<file path="src/sv/lad_pkg.sv">
package lad_pkg;

   // Queue geometry
   localparam int DEPTH  = 4;
   localparam int IDX_W  = (DEPTH > 1) ? $clog2(DEPTH) : 1;
   localparam int CNT_W  = $clog2(DEPTH + 1);

   // Item field widths
   localparam int OP_W     = 2;
   localparam int VALUE_W  = 32;
   localparam int STATUS_W = 2;
   localparam int HELD_W   = 3;
   localparam int REQ_DATA_W = 32;
   localparam int RSP_DATA_W = 40;

   // Operation codes
   localparam logic [OP_W-1:0] OP_INS_REAR  = 2'd0;
   localparam logic [OP_W-1:0] OP_INS_FRONT = 2'd1;
   localparam logic [OP_W-1:0] OP_DEL_FRONT = 2'd2;
   localparam logic [OP_W-1:0] OP_DEL_REAR  = 2'd3;

   // Status codes
   localparam logic [STATUS_W-1:0] ST_OK       = 2'd0;
   localparam logic [STATUS_W-1:0] ST_OVERFLOW = 2'd1;
   localparam logic [STATUS_W-1:0] ST_UNDERFLOW = 2'd2;
   localparam logic [STATUS_W-1:0] ST_NO_FRONT = 2'd3;

   typedef struct packed {
      logic [STATUS_W-1:0]       status;
      logic signed [VALUE_W-1:0] removed_value;
      logic [HELD_W-1:0]         held_count;
   } result_type;

endpackage

</file>
<file path="src/sv/lad_core.sv">
module lad_core
   import lad_pkg::*;
(
   input  logic                      clock,
   input  logic                      reset,
   input  logic                      fire,
   input  logic [OP_W-1:0]           operation,
   input  logic signed [VALUE_W-1:0] value,
   output result_type                result
);

   localparam logic [IDX_W-1:0] LAST_IDX = IDX_W'(DEPTH - 1);
   localparam logic [IDX_W-1:0] ZERO_IDX = '0;

   logic signed [VALUE_W-1:0] slots_ff [DEPTH];
   logic [IDX_W-1:0]          front_ff, front_in;
   logic [IDX_W-1:0]          rear_ff, rear_in;
   logic                      empty_ff, empty_in;

   logic                      wr_en;
   logic [IDX_W-1:0]          wr_idx;
   logic [IDX_W-1:0]          rd_idx;
   logic [STATUS_W-1:0]       status;
   logic signed [VALUE_W-1:0] removed;
   logic [CNT_W-1:0]          count;

   always_comb begin
      front_in = front_ff;
      rear_in  = rear_ff;
      empty_in = empty_ff;
      wr_en    = 1'b0;
      wr_idx   = ZERO_IDX;
      rd_idx   = (operation == OP_DEL_FRONT) ? front_ff : rear_ff;
      status   = ST_OK;
      removed  = '0;
      case (operation)
         OP_INS_REAR, OP_INS_FRONT: begin
            if (empty_ff) begin
               front_in = ZERO_IDX;
               rear_in  = ZERO_IDX;
               empty_in = 1'b0;
               wr_en    = 1'b1;
            end else if (operation == OP_INS_REAR) begin
               if (rear_ff == LAST_IDX) begin
                  status = ST_OVERFLOW;
               end else begin
                  rear_in = rear_ff + 1'b1;
                  wr_en   = 1'b1;
                  wr_idx  = rear_ff + 1'b1;
               end
            end else begin
               if (front_ff == ZERO_IDX) begin
                  status = ST_NO_FRONT;
               end else begin
                  front_in = front_ff - 1'b1;
                  wr_en    = 1'b1;
                  wr_idx   = front_ff - 1'b1;
               end
            end
         end
         OP_DEL_FRONT, OP_DEL_REAR: begin
            if (empty_ff) begin
               status = ST_UNDERFLOW;
            end else begin
               removed = slots_ff[rd_idx];
               if (front_ff == rear_ff) begin
                  // last element out: back to the reset shape
                  front_in = ZERO_IDX;
                  rear_in  = ZERO_IDX;
                  empty_in = 1'b1;
               end else if (operation == OP_DEL_FRONT) begin
                  front_in = front_ff + 1'b1;
               end else begin
                  rear_in = rear_ff - 1'b1;
               end
            end
         end
         default: begin
            status = ST_OK;
         end
      endcase
      // rear never sits below front while non-empty
      count = empty_in ? '0
                       : CNT_W'({1'b0, rear_in - front_in}) + CNT_W'(1);
   end

   assign result.status        = status;
   assign result.removed_value = removed;
   assign result.held_count    = HELD_W'(count);

   always_ff @(posedge clock) begin
      if (reset) begin
         front_ff <= ZERO_IDX;
         rear_ff  <= ZERO_IDX;
         empty_ff <= 1'b1;
      end else if (fire) begin
         front_ff <= front_in;
         rear_ff  <= rear_in;
         empty_ff <= empty_in;
      end
   end

   always_ff @(posedge clock) begin
      if (fire && wr_en) begin
         slots_ff[wr_idx] <= value;
      end
   end

endmodule

</file>
<file path="src/sv/linear_array_deque_top.sv">
// Linear-array deque, one request item in, one response item out.
// Path: an accepted request is held in the input register, then the queue update
// computed from it is registered into the response register.
// Throughput: 1 item per cycle; the response register stalls the pipe only
// while rsp_tready is low.
// Reset: synchronous; queue empty, both pipeline registers empty.
module linear_array_deque_top
   import lad_pkg::*;
(
   input  logic                  clock,
   input  logic                  reset,
   input  logic                  req_tvalid,
   output logic                  req_tready,
   input  logic [REQ_DATA_W-1:0] req_tdata,  // [31:0] value
   input  logic [OP_W-1:0]       req_tuser,  // [1:0] operation
   output logic                  rsp_tvalid,
   input  logic                  rsp_tready,
   output logic [RSP_DATA_W-1:0] rsp_tdata,  // [31:0] removed_value, [34:32] held_count
   output logic [STATUS_W-1:0]   rsp_tuser   // [1:0] status
);

   logic                      in_valid_ff;
   logic [OP_W-1:0]           op_ff;
   logic signed [VALUE_W-1:0] value_ff;
   logic                      out_valid_ff;
   result_type                result_ff;
   result_type                result_in;
   logic                      advance;
   logic                      fire;

   assign advance    = !out_valid_ff || rsp_tready;
   assign fire       = in_valid_ff && advance;
   assign req_tready = !in_valid_ff || advance;

   always_ff @(posedge clock) begin
      if (reset) begin
         in_valid_ff <= 1'b0;
      end else if (req_tready) begin
         in_valid_ff <= req_tvalid;
      end
   end

   always_ff @(posedge clock) begin
      if (req_tready && req_tvalid) begin
         op_ff    <= req_tuser;
         value_ff <= req_tdata[VALUE_W-1:0];
      end
   end

   lad_core u_core (
      .clock     (clock),
      .reset     (reset),
      .fire      (fire),
      .operation (op_ff),
      .value     (value_ff),
      .result    (result_in)
   );

   always_ff @(posedge clock) begin
      if (reset) begin
         out_valid_ff <= 1'b0;
      end else if (advance) begin
         out_valid_ff <= in_valid_ff;
      end
   end

   always_ff @(posedge clock) begin
      if (fire) begin
         result_ff <= result_in;
      end
   end

   assign rsp_tvalid = out_valid_ff;
   assign rsp_tuser  = result_ff.status;
   assign rsp_tdata  = {{(RSP_DATA_W - VALUE_W - HELD_W){1'b0}},
                        result_ff.held_count, result_ff.removed_value};

endmodule

</file>
<file path="config.mk">
export PLATFORM = sky130hd
export DESIGN_NAME = linear_array_deque_top
export DESIGN_NICKNAME = d
export VERILOG_FILES = /design/src/sv/lad_pkg.sv /design/src/sv/lad_core.sv /design/src/sv/linear_array_deque_top.sv
export SDC_FILE = /design/constraint.sdc
export NUM_CORES = 1
export LEC_CHECK = 0
export BUFFER_PORTS_ARGS = -buffer_cell sky130_fd_sc_hd__buf_2
export CAP_MARGIN = 20
export CORE_ASPECT_RATIO = 1.25
export CORE_MARGIN = 4
export CORE_UTILIZATION = 40
export CTS_CLUSTER_SIZE = 16
export DETAILED_ROUTE_END_ITERATION = 8
export PLACE_DENSITY_LB_ADDON = 0.08
export SLEW_MARGIN = 20
export SYNTH_ARGS = -nofsm -noshare
export SYNTH_HDL_FRONTEND = slang
export SYNTH_SLANG_ARGS = --single-unit
</file>
<file path="constraint.sdc">
create_clock -name clock -period 3.2 [get_ports clock]
set_input_delay 0.96 -clock clock [delete_from_list [all_inputs] [get_ports clock]]
set_output_delay 0.96 -clock clock [all_outputs]
set_load 0.1 [all_outputs]
</file>
Word-level counts from Yosys, hierarchy flattened
Memory sizes are Yosys's and may differ from the RTL's. A register that Yosys moved wholly into a read port is not among the register bits.
Index checks and enable logic that the tools add are counted.
- bits in registers: 46
- RAM bits: 128
- bits of input ports: 38
- output and inout bits: 44
- logic and storage cells: 70
- memories kept: 1
- memories (name ; depth ; width ; rd ports ; clocked after Yosys merged registers in ; wr ports ; line ; text):
    u_core.slots_ff ; 4 ; 32 ; 1 ; 1 ; 1 ; lad_core.sv:15 ; logic signed [VALUE_W-1:0] slots_ff [DEPTH];
- $add $sub $neg: 6
- equality and inequality tests: 5
- muxes and demuxes: 36
- bitwise operators: 1
- reduce and logical (&&, ||, !) cells: 12
- operators with widths (kind ; number):
    $mux W2 ; 22
    $pmux W2 S2 ; 3
    $mux W1 ; 10
    $eq A2 B2 Y1 const B ; 3
    $reduce_or A2 Y1 ; 3
    $add A2 B1 Y2 const B ; 2
    $logic_not A2 Y1 ; 2
    $sub A2 B1 Y2 const B ; 2
    $add A2 B1 Y3 const B ; 1
    $logic_and A1 B1 Y1 ; 3
    $eq A2 B1 Y1 const B ; 1
    $eq A2 B2 Y1 ; 1
    $logic_not A1 Y1 ; 2
    $logic_or A1 B1 Y1 ; 2
    $pmux W1 S2 ; 1
    $sub A2 B2 Y2 ; 1
    $not A1 Y1 ; 1

Logic depth before layout (Yosys ltp)
- word-level depth: 8
- depth in mapped cells: 12
- depth with buffers taken out: 11

Hierarchy
Synthesis repeated with hierarchy kept, for this count alone.
- cells, all modules: 386
- area, all modules: 7867.5 sq um
- by module, submodules not included (module ; times used ; cells an instance ; area an instance (sq um) ; seq. area each (sq um)):
    lad_core ; 1 ; 299 ; 5590.4 ; 3943.8
    linear_array_deque_top ; 1 ; 87 ; 2277.2 ; 2172.1

Worst setup path before layout
Ideal clock, no wire load.
- kind: register to register
- from: reg u_core.rear_ff[0]
- to: mem u_core.slots_ff[0][0], enable pin
- setup time: 421 ps
- data arrival time: 2881 ps
- data required time: 2779 ps
- setup slack: -102 ps
- cell stages (with the launch flop): 7
- path through: dfxtp_1 -> clkbuf_1 -> inv_1 -> ha_1 -> mux2_2 -> and2_1 -> nor2_1
- cells in the longest elaborated chain, start to end: 8
- elaborated cells between the ends (all ways): 13
- classes of those cells: 1 x add/sub; 1 x eq/ne; 10 x mux; 1 x reduce/logical
- RTL lines (item ; line ; text):
    start, declared ; lad_core.sv:17 ; logic [IDX_W-1:0] rear_ff, rear_in;
    start signal, assigned ; lad_core.sv:98 ; rear_ff <= rear_in;
    $eq A2 B2 Y1 ; lad_core.sv:44 ; if (rear_ff == LAST_IDX) begin
    $mux W1 ; lad_core.sv:44 ;
    $mux W1 ; lad_core.sv:43 ; end else if (operation == OP_INS_REAR) begin
    $mux W1 ; lad_core.sv:38 ; if (empty_ff) begin
    $mux W1 ; lad_core.sv:36 ; case (operation)
    $logic_and A1 B1 Y1 ; lad_core.sv:104 ; if (fire && wr_en) begin
    $mux W1 ; lad_core.sv:104 ;
    $mux W1 (not written as such) ; lad_core.sv:105 ; slots_ff[wr_idx] <= value;
    end, declared ; lad_core.sv:15 ;
Several ways; a longest one is shown, not always the timed one.

Worst setup path after layout
- from: in rsp_tready
- to: out req_tready
- cells in the longest elaborated chain, start to end: 2
- RTL lines (item ; line ; text):
    start, declared ; linear_array_deque_top.sv:17 ; input logic rsp_tready,
    $logic_or A1 B1 Y1 ; linear_array_deque_top.sv:31 ; assign advance = !out_valid_ff || rsp_tready;
    $logic_or A1 B1 Y1 ; linear_array_deque_top.sv:33 ; assign req_tready = !in_valid_ff || advance;
    end, declared ; linear_array_deque_top.sv:13 ; output logic req_tready,
No other way between the ends.

==> impl_metrics.json <==
{
  "status": "finished clean",
  "core_um2": 19470,
  "stdcell_area_um2": 9397,
  "hold_class": "flop to flop",
  "ys_types": 45,
  "vdd_drop_max_uv": 416.8,
  "clkTransAtPathRegs_ps": 60,
  "place.gp.congestion": 0.8091,
  "cts_max_level": 1,
  "ant_nets": 0,
  "hold_ws_ps": 495.7,
  "nets": 541,
  "synthCells": 398,
  "crit_family": "simple AND/OR/NAND/NOR gates",
  "synth-xor-area-share_pct": 0.7754,
  "clock.fmax_mhz": 364.1,
  "grt_pass1_wl_mm": 22.47,
  "cp_num_buf_inv": 2,
  "synth_area_leaders": "edfxtp_1, mux4_2, nor2b_1",
  "period_share_pct": 85.83,
  "ys_warn_count": 0,
  "timing.final.crit_period_ps": 2747,
  "finalClockSkew_ps": 8.528,
  "n_fill_cell": 1648,
  "pre_cts_ws_ps": 469.7,
  "cts_hold_buffers": 0,
  "cts_resized": 0,
  "synthMuxAreaShare_pct": 10.08,
  "start_util_pct": 40.61,
  "leakagePower_nw": 3.254,
  "vias": 3721,
  "rows": 57,
  "synth_top_family_by_area": "multiplexers",
  "grt_pass1_vias": 3959,
  "dr.first_iter.drc_count": 222,
  "finalPower_mw": 5.921,
  "cp-start-kind": "input port",
  "r2r_slack_ps": 490,
  "cts_buffer_depth": 3,
  "finalWorstSetupSlack_ps": 453.3,
  "syn_avg_cell_area_um2": 19.87,
  "numCtsBuffers": 22,
  "multi_input_area_um2": 1678,
  "wl_per_cell_um": 18.66,
  "timing.slew.headroom_pct": 57.38,
  "die_area_um2": 22090,
  "synth_top_cell_by_area": "edfxtp_1",
  "maxSlewViolCount": 0,
  "n_antenna_cell": 0,
  "drive_gt1_share_pct": 34.25,
  "drtPass1Iterations": 4,
  "p_per_area_nw_per_um2": 630.1,
  "cp.required_ps": 2240,
  "cpPeakStageDelay_ps": 310,
  "grt_max_degree": 35,
  "synth-async-reset-ratio_pct": 0,
  "drt_wl_total_mm": 14.48,
  "drv_cap": 0,
  "crit_top_cell": "buf_2",
  "ys_ff_latch": 206,
  "antenna_found_initial": 0,
  "cts_tree": "done",
  "crit_type": "input port to output pin",
  "synth_area_um2": 7906,
  "cts_setup_buffers": 0,
  "finalHoldViolations": 0,
  "cts.sinks": 206,
  "regArea_um2": 6116,
  "end_kind": "output pin",
  "place_hpwl_mm": 8.670,
  "critPathMaxFanout": 6,
  "synthAdderAreaFrac_pct": 1.266,
  "critPathSlowestCell": "buf_2",
  "root_buffer": "clkbuf_16",
  "die_y_um": 165.2,
  "synth_compound_area_share_pct": 3.007,
  "synth_top_area_share_pct": 75.58,
  "die_w_um": 133.8,
  "insertion_delay_ps": 490,
  "setup_viol": 0,
  "yosys_most_used_dff": "edfxtp_1",
  "crit_chain": "buf_2, nor2b_1, nand2_1, buf_2",
  "placed_cell_area_um2": 8672,
  "tightest_slew_ps": 633.9,
  "cp.arrival_ps": 1790,
  "rsz0062_at_grt": "false",
  "vias_per_cell": 4.795,
  "io_buffers": 76,
  "syn_to_final_growth_pct": 18.85,
  "drc_errors": 0,
  "synth.yosys.seq_area_share_pct": 77.35,
  "synth-edff-count": 199,
  "grtUsageTotal_pct": 13.29,
  "pin_count": 82,
  "synthSimpleGateAreaFrac_pct": 5.270,
  "grt_overflow": 0
}
## synthesized netlist by cell type (4+ instances only)
master / instances
edfxtp_1: 199
nor2b_1: 35
mux4_2: 32
nor2_1: 12
ha_1: 8
a21oi_1: 7
buf_2: 7
clkbuf_1: 7
dfxtp_1: 7
inv_1: 7
and2_1: 6
a21o_1: 5
buf_4: 5
nand2_1: 5
o21ai_0: 5
a211oi_1: 4
buf_6: 4
xnor2_1: 4
## placed cells by master (no fill, tap or decap), types with 2 or more instances in the layout
cell type / Yosys / final
inv_1: 7 / 6
and3_1: 2 / 2
nor2b_1: 35 / 35
clkinv_1: 0 / 3
nand2b_1: 3 / 2
o32ai_1: 2 / 2
mux4_2: 32 / 32
or3_1: 2 / 2
mux2i_4: 1 / 2
nor2_4: 0 / 4
buf_2: 7 / 76
clkinv_2: 0 / 6
clkbuf_16: 0 / 22
dfxtp_1: 7 / 7
a21o_1: 5 / 5
o211ai_1: 2 / 2
nand2_1: 5 / 5
xor2_1: 3 / 3
and2_1: 6 / 5
ha_1: 8 / 8
edfxtp_1: 199 / 199
clkinvlp_4: 0 / 2
nor2_1: 12 / 8
a211oi_1: 4 / 4
conb_1: 1 / 5
bufinv_16: 0 / 3
o21ai_0: 5 / 5
xnor2_1: 4 / 4
a21oi_1: 7 / 7
buf_4: 5 / 16
nand3_1: 2 / 2
clkbuf_1: 7 / 3
mux2_2: 3 / 3
## state kept, by name (all words and copies together) (netlist names), 2 cells and up
signal and count:
rsp_tuser 2, rsp_tdata 35, u_core.rear_ff 2, u_core.front_ff 2, value_ff 32, op_ff 2
u_core.slots_ff 128
## final cells by class
class | count | share of cell area [%]
Timing Repair Buffer | 93 | 5.539
Tap cell | 265 | 3.529
Clock buffer | 25 | 5.979
Multi-Input combinational cell | 165 | 17.86
Sequential cell | 206 | 65.09
Inverter | 7 | 0.2796
Clock inverter | 15 | 1.731
## cell families after synthesis
family	count (synthesis)
flip-flops	206
AND/OR/NAND/NOR	73
multiplexers	38
AO/OA/AOI/OAI	34
buffers and inverters	31
adder cells (fa/ha/maj)	8
XOR/XNOR	7
other	1
## layer usage
layer,routed length (µm),share of wire (%),up-vias,track usage [%]
met5,0,0,-,0
met4,271,1.9,0,3.882
met3,580,4.0,20,2.242
met2,7381,51,81,23.47
met1,6249,43,1867,16.99
li1,-,-,1753,-
## report_power, final
group          switching, mW  total, mW  internal (mW)  leakage (nW)
sequential            0.0393       3.07           3.03          1.90
combinational          0.264      0.353         0.0886         0.997
clock                  0.992       2.50           1.51         0.352
## through the flow
stage | std cells | setup TNS (ps) | util [%]
3_5_place_dp | 736 | 0 | 44.54
4_1_cts | 776 | 0 | 48.26
2_1_floorplan | 402 | -6536 | -
5_1_grt | 776 | 0 | 48.26
3_3_place_gp | 736 | 0 | 44.54
6_report | 776 | 0 | 48.26
## final timing paths
path / startpoint / end / depth (start not counted)
max reg2reg: op_ff[1] / rsp_tdata[33] / 9
min reg2reg: value_ff[20] / u_core.slots_ff[3][20] / 0
max: rsp_tready / req_tready / 4
min: value_ff[20] / u_core.slots_ff[3][20] / 0
(Power assumes the default switching activity.)
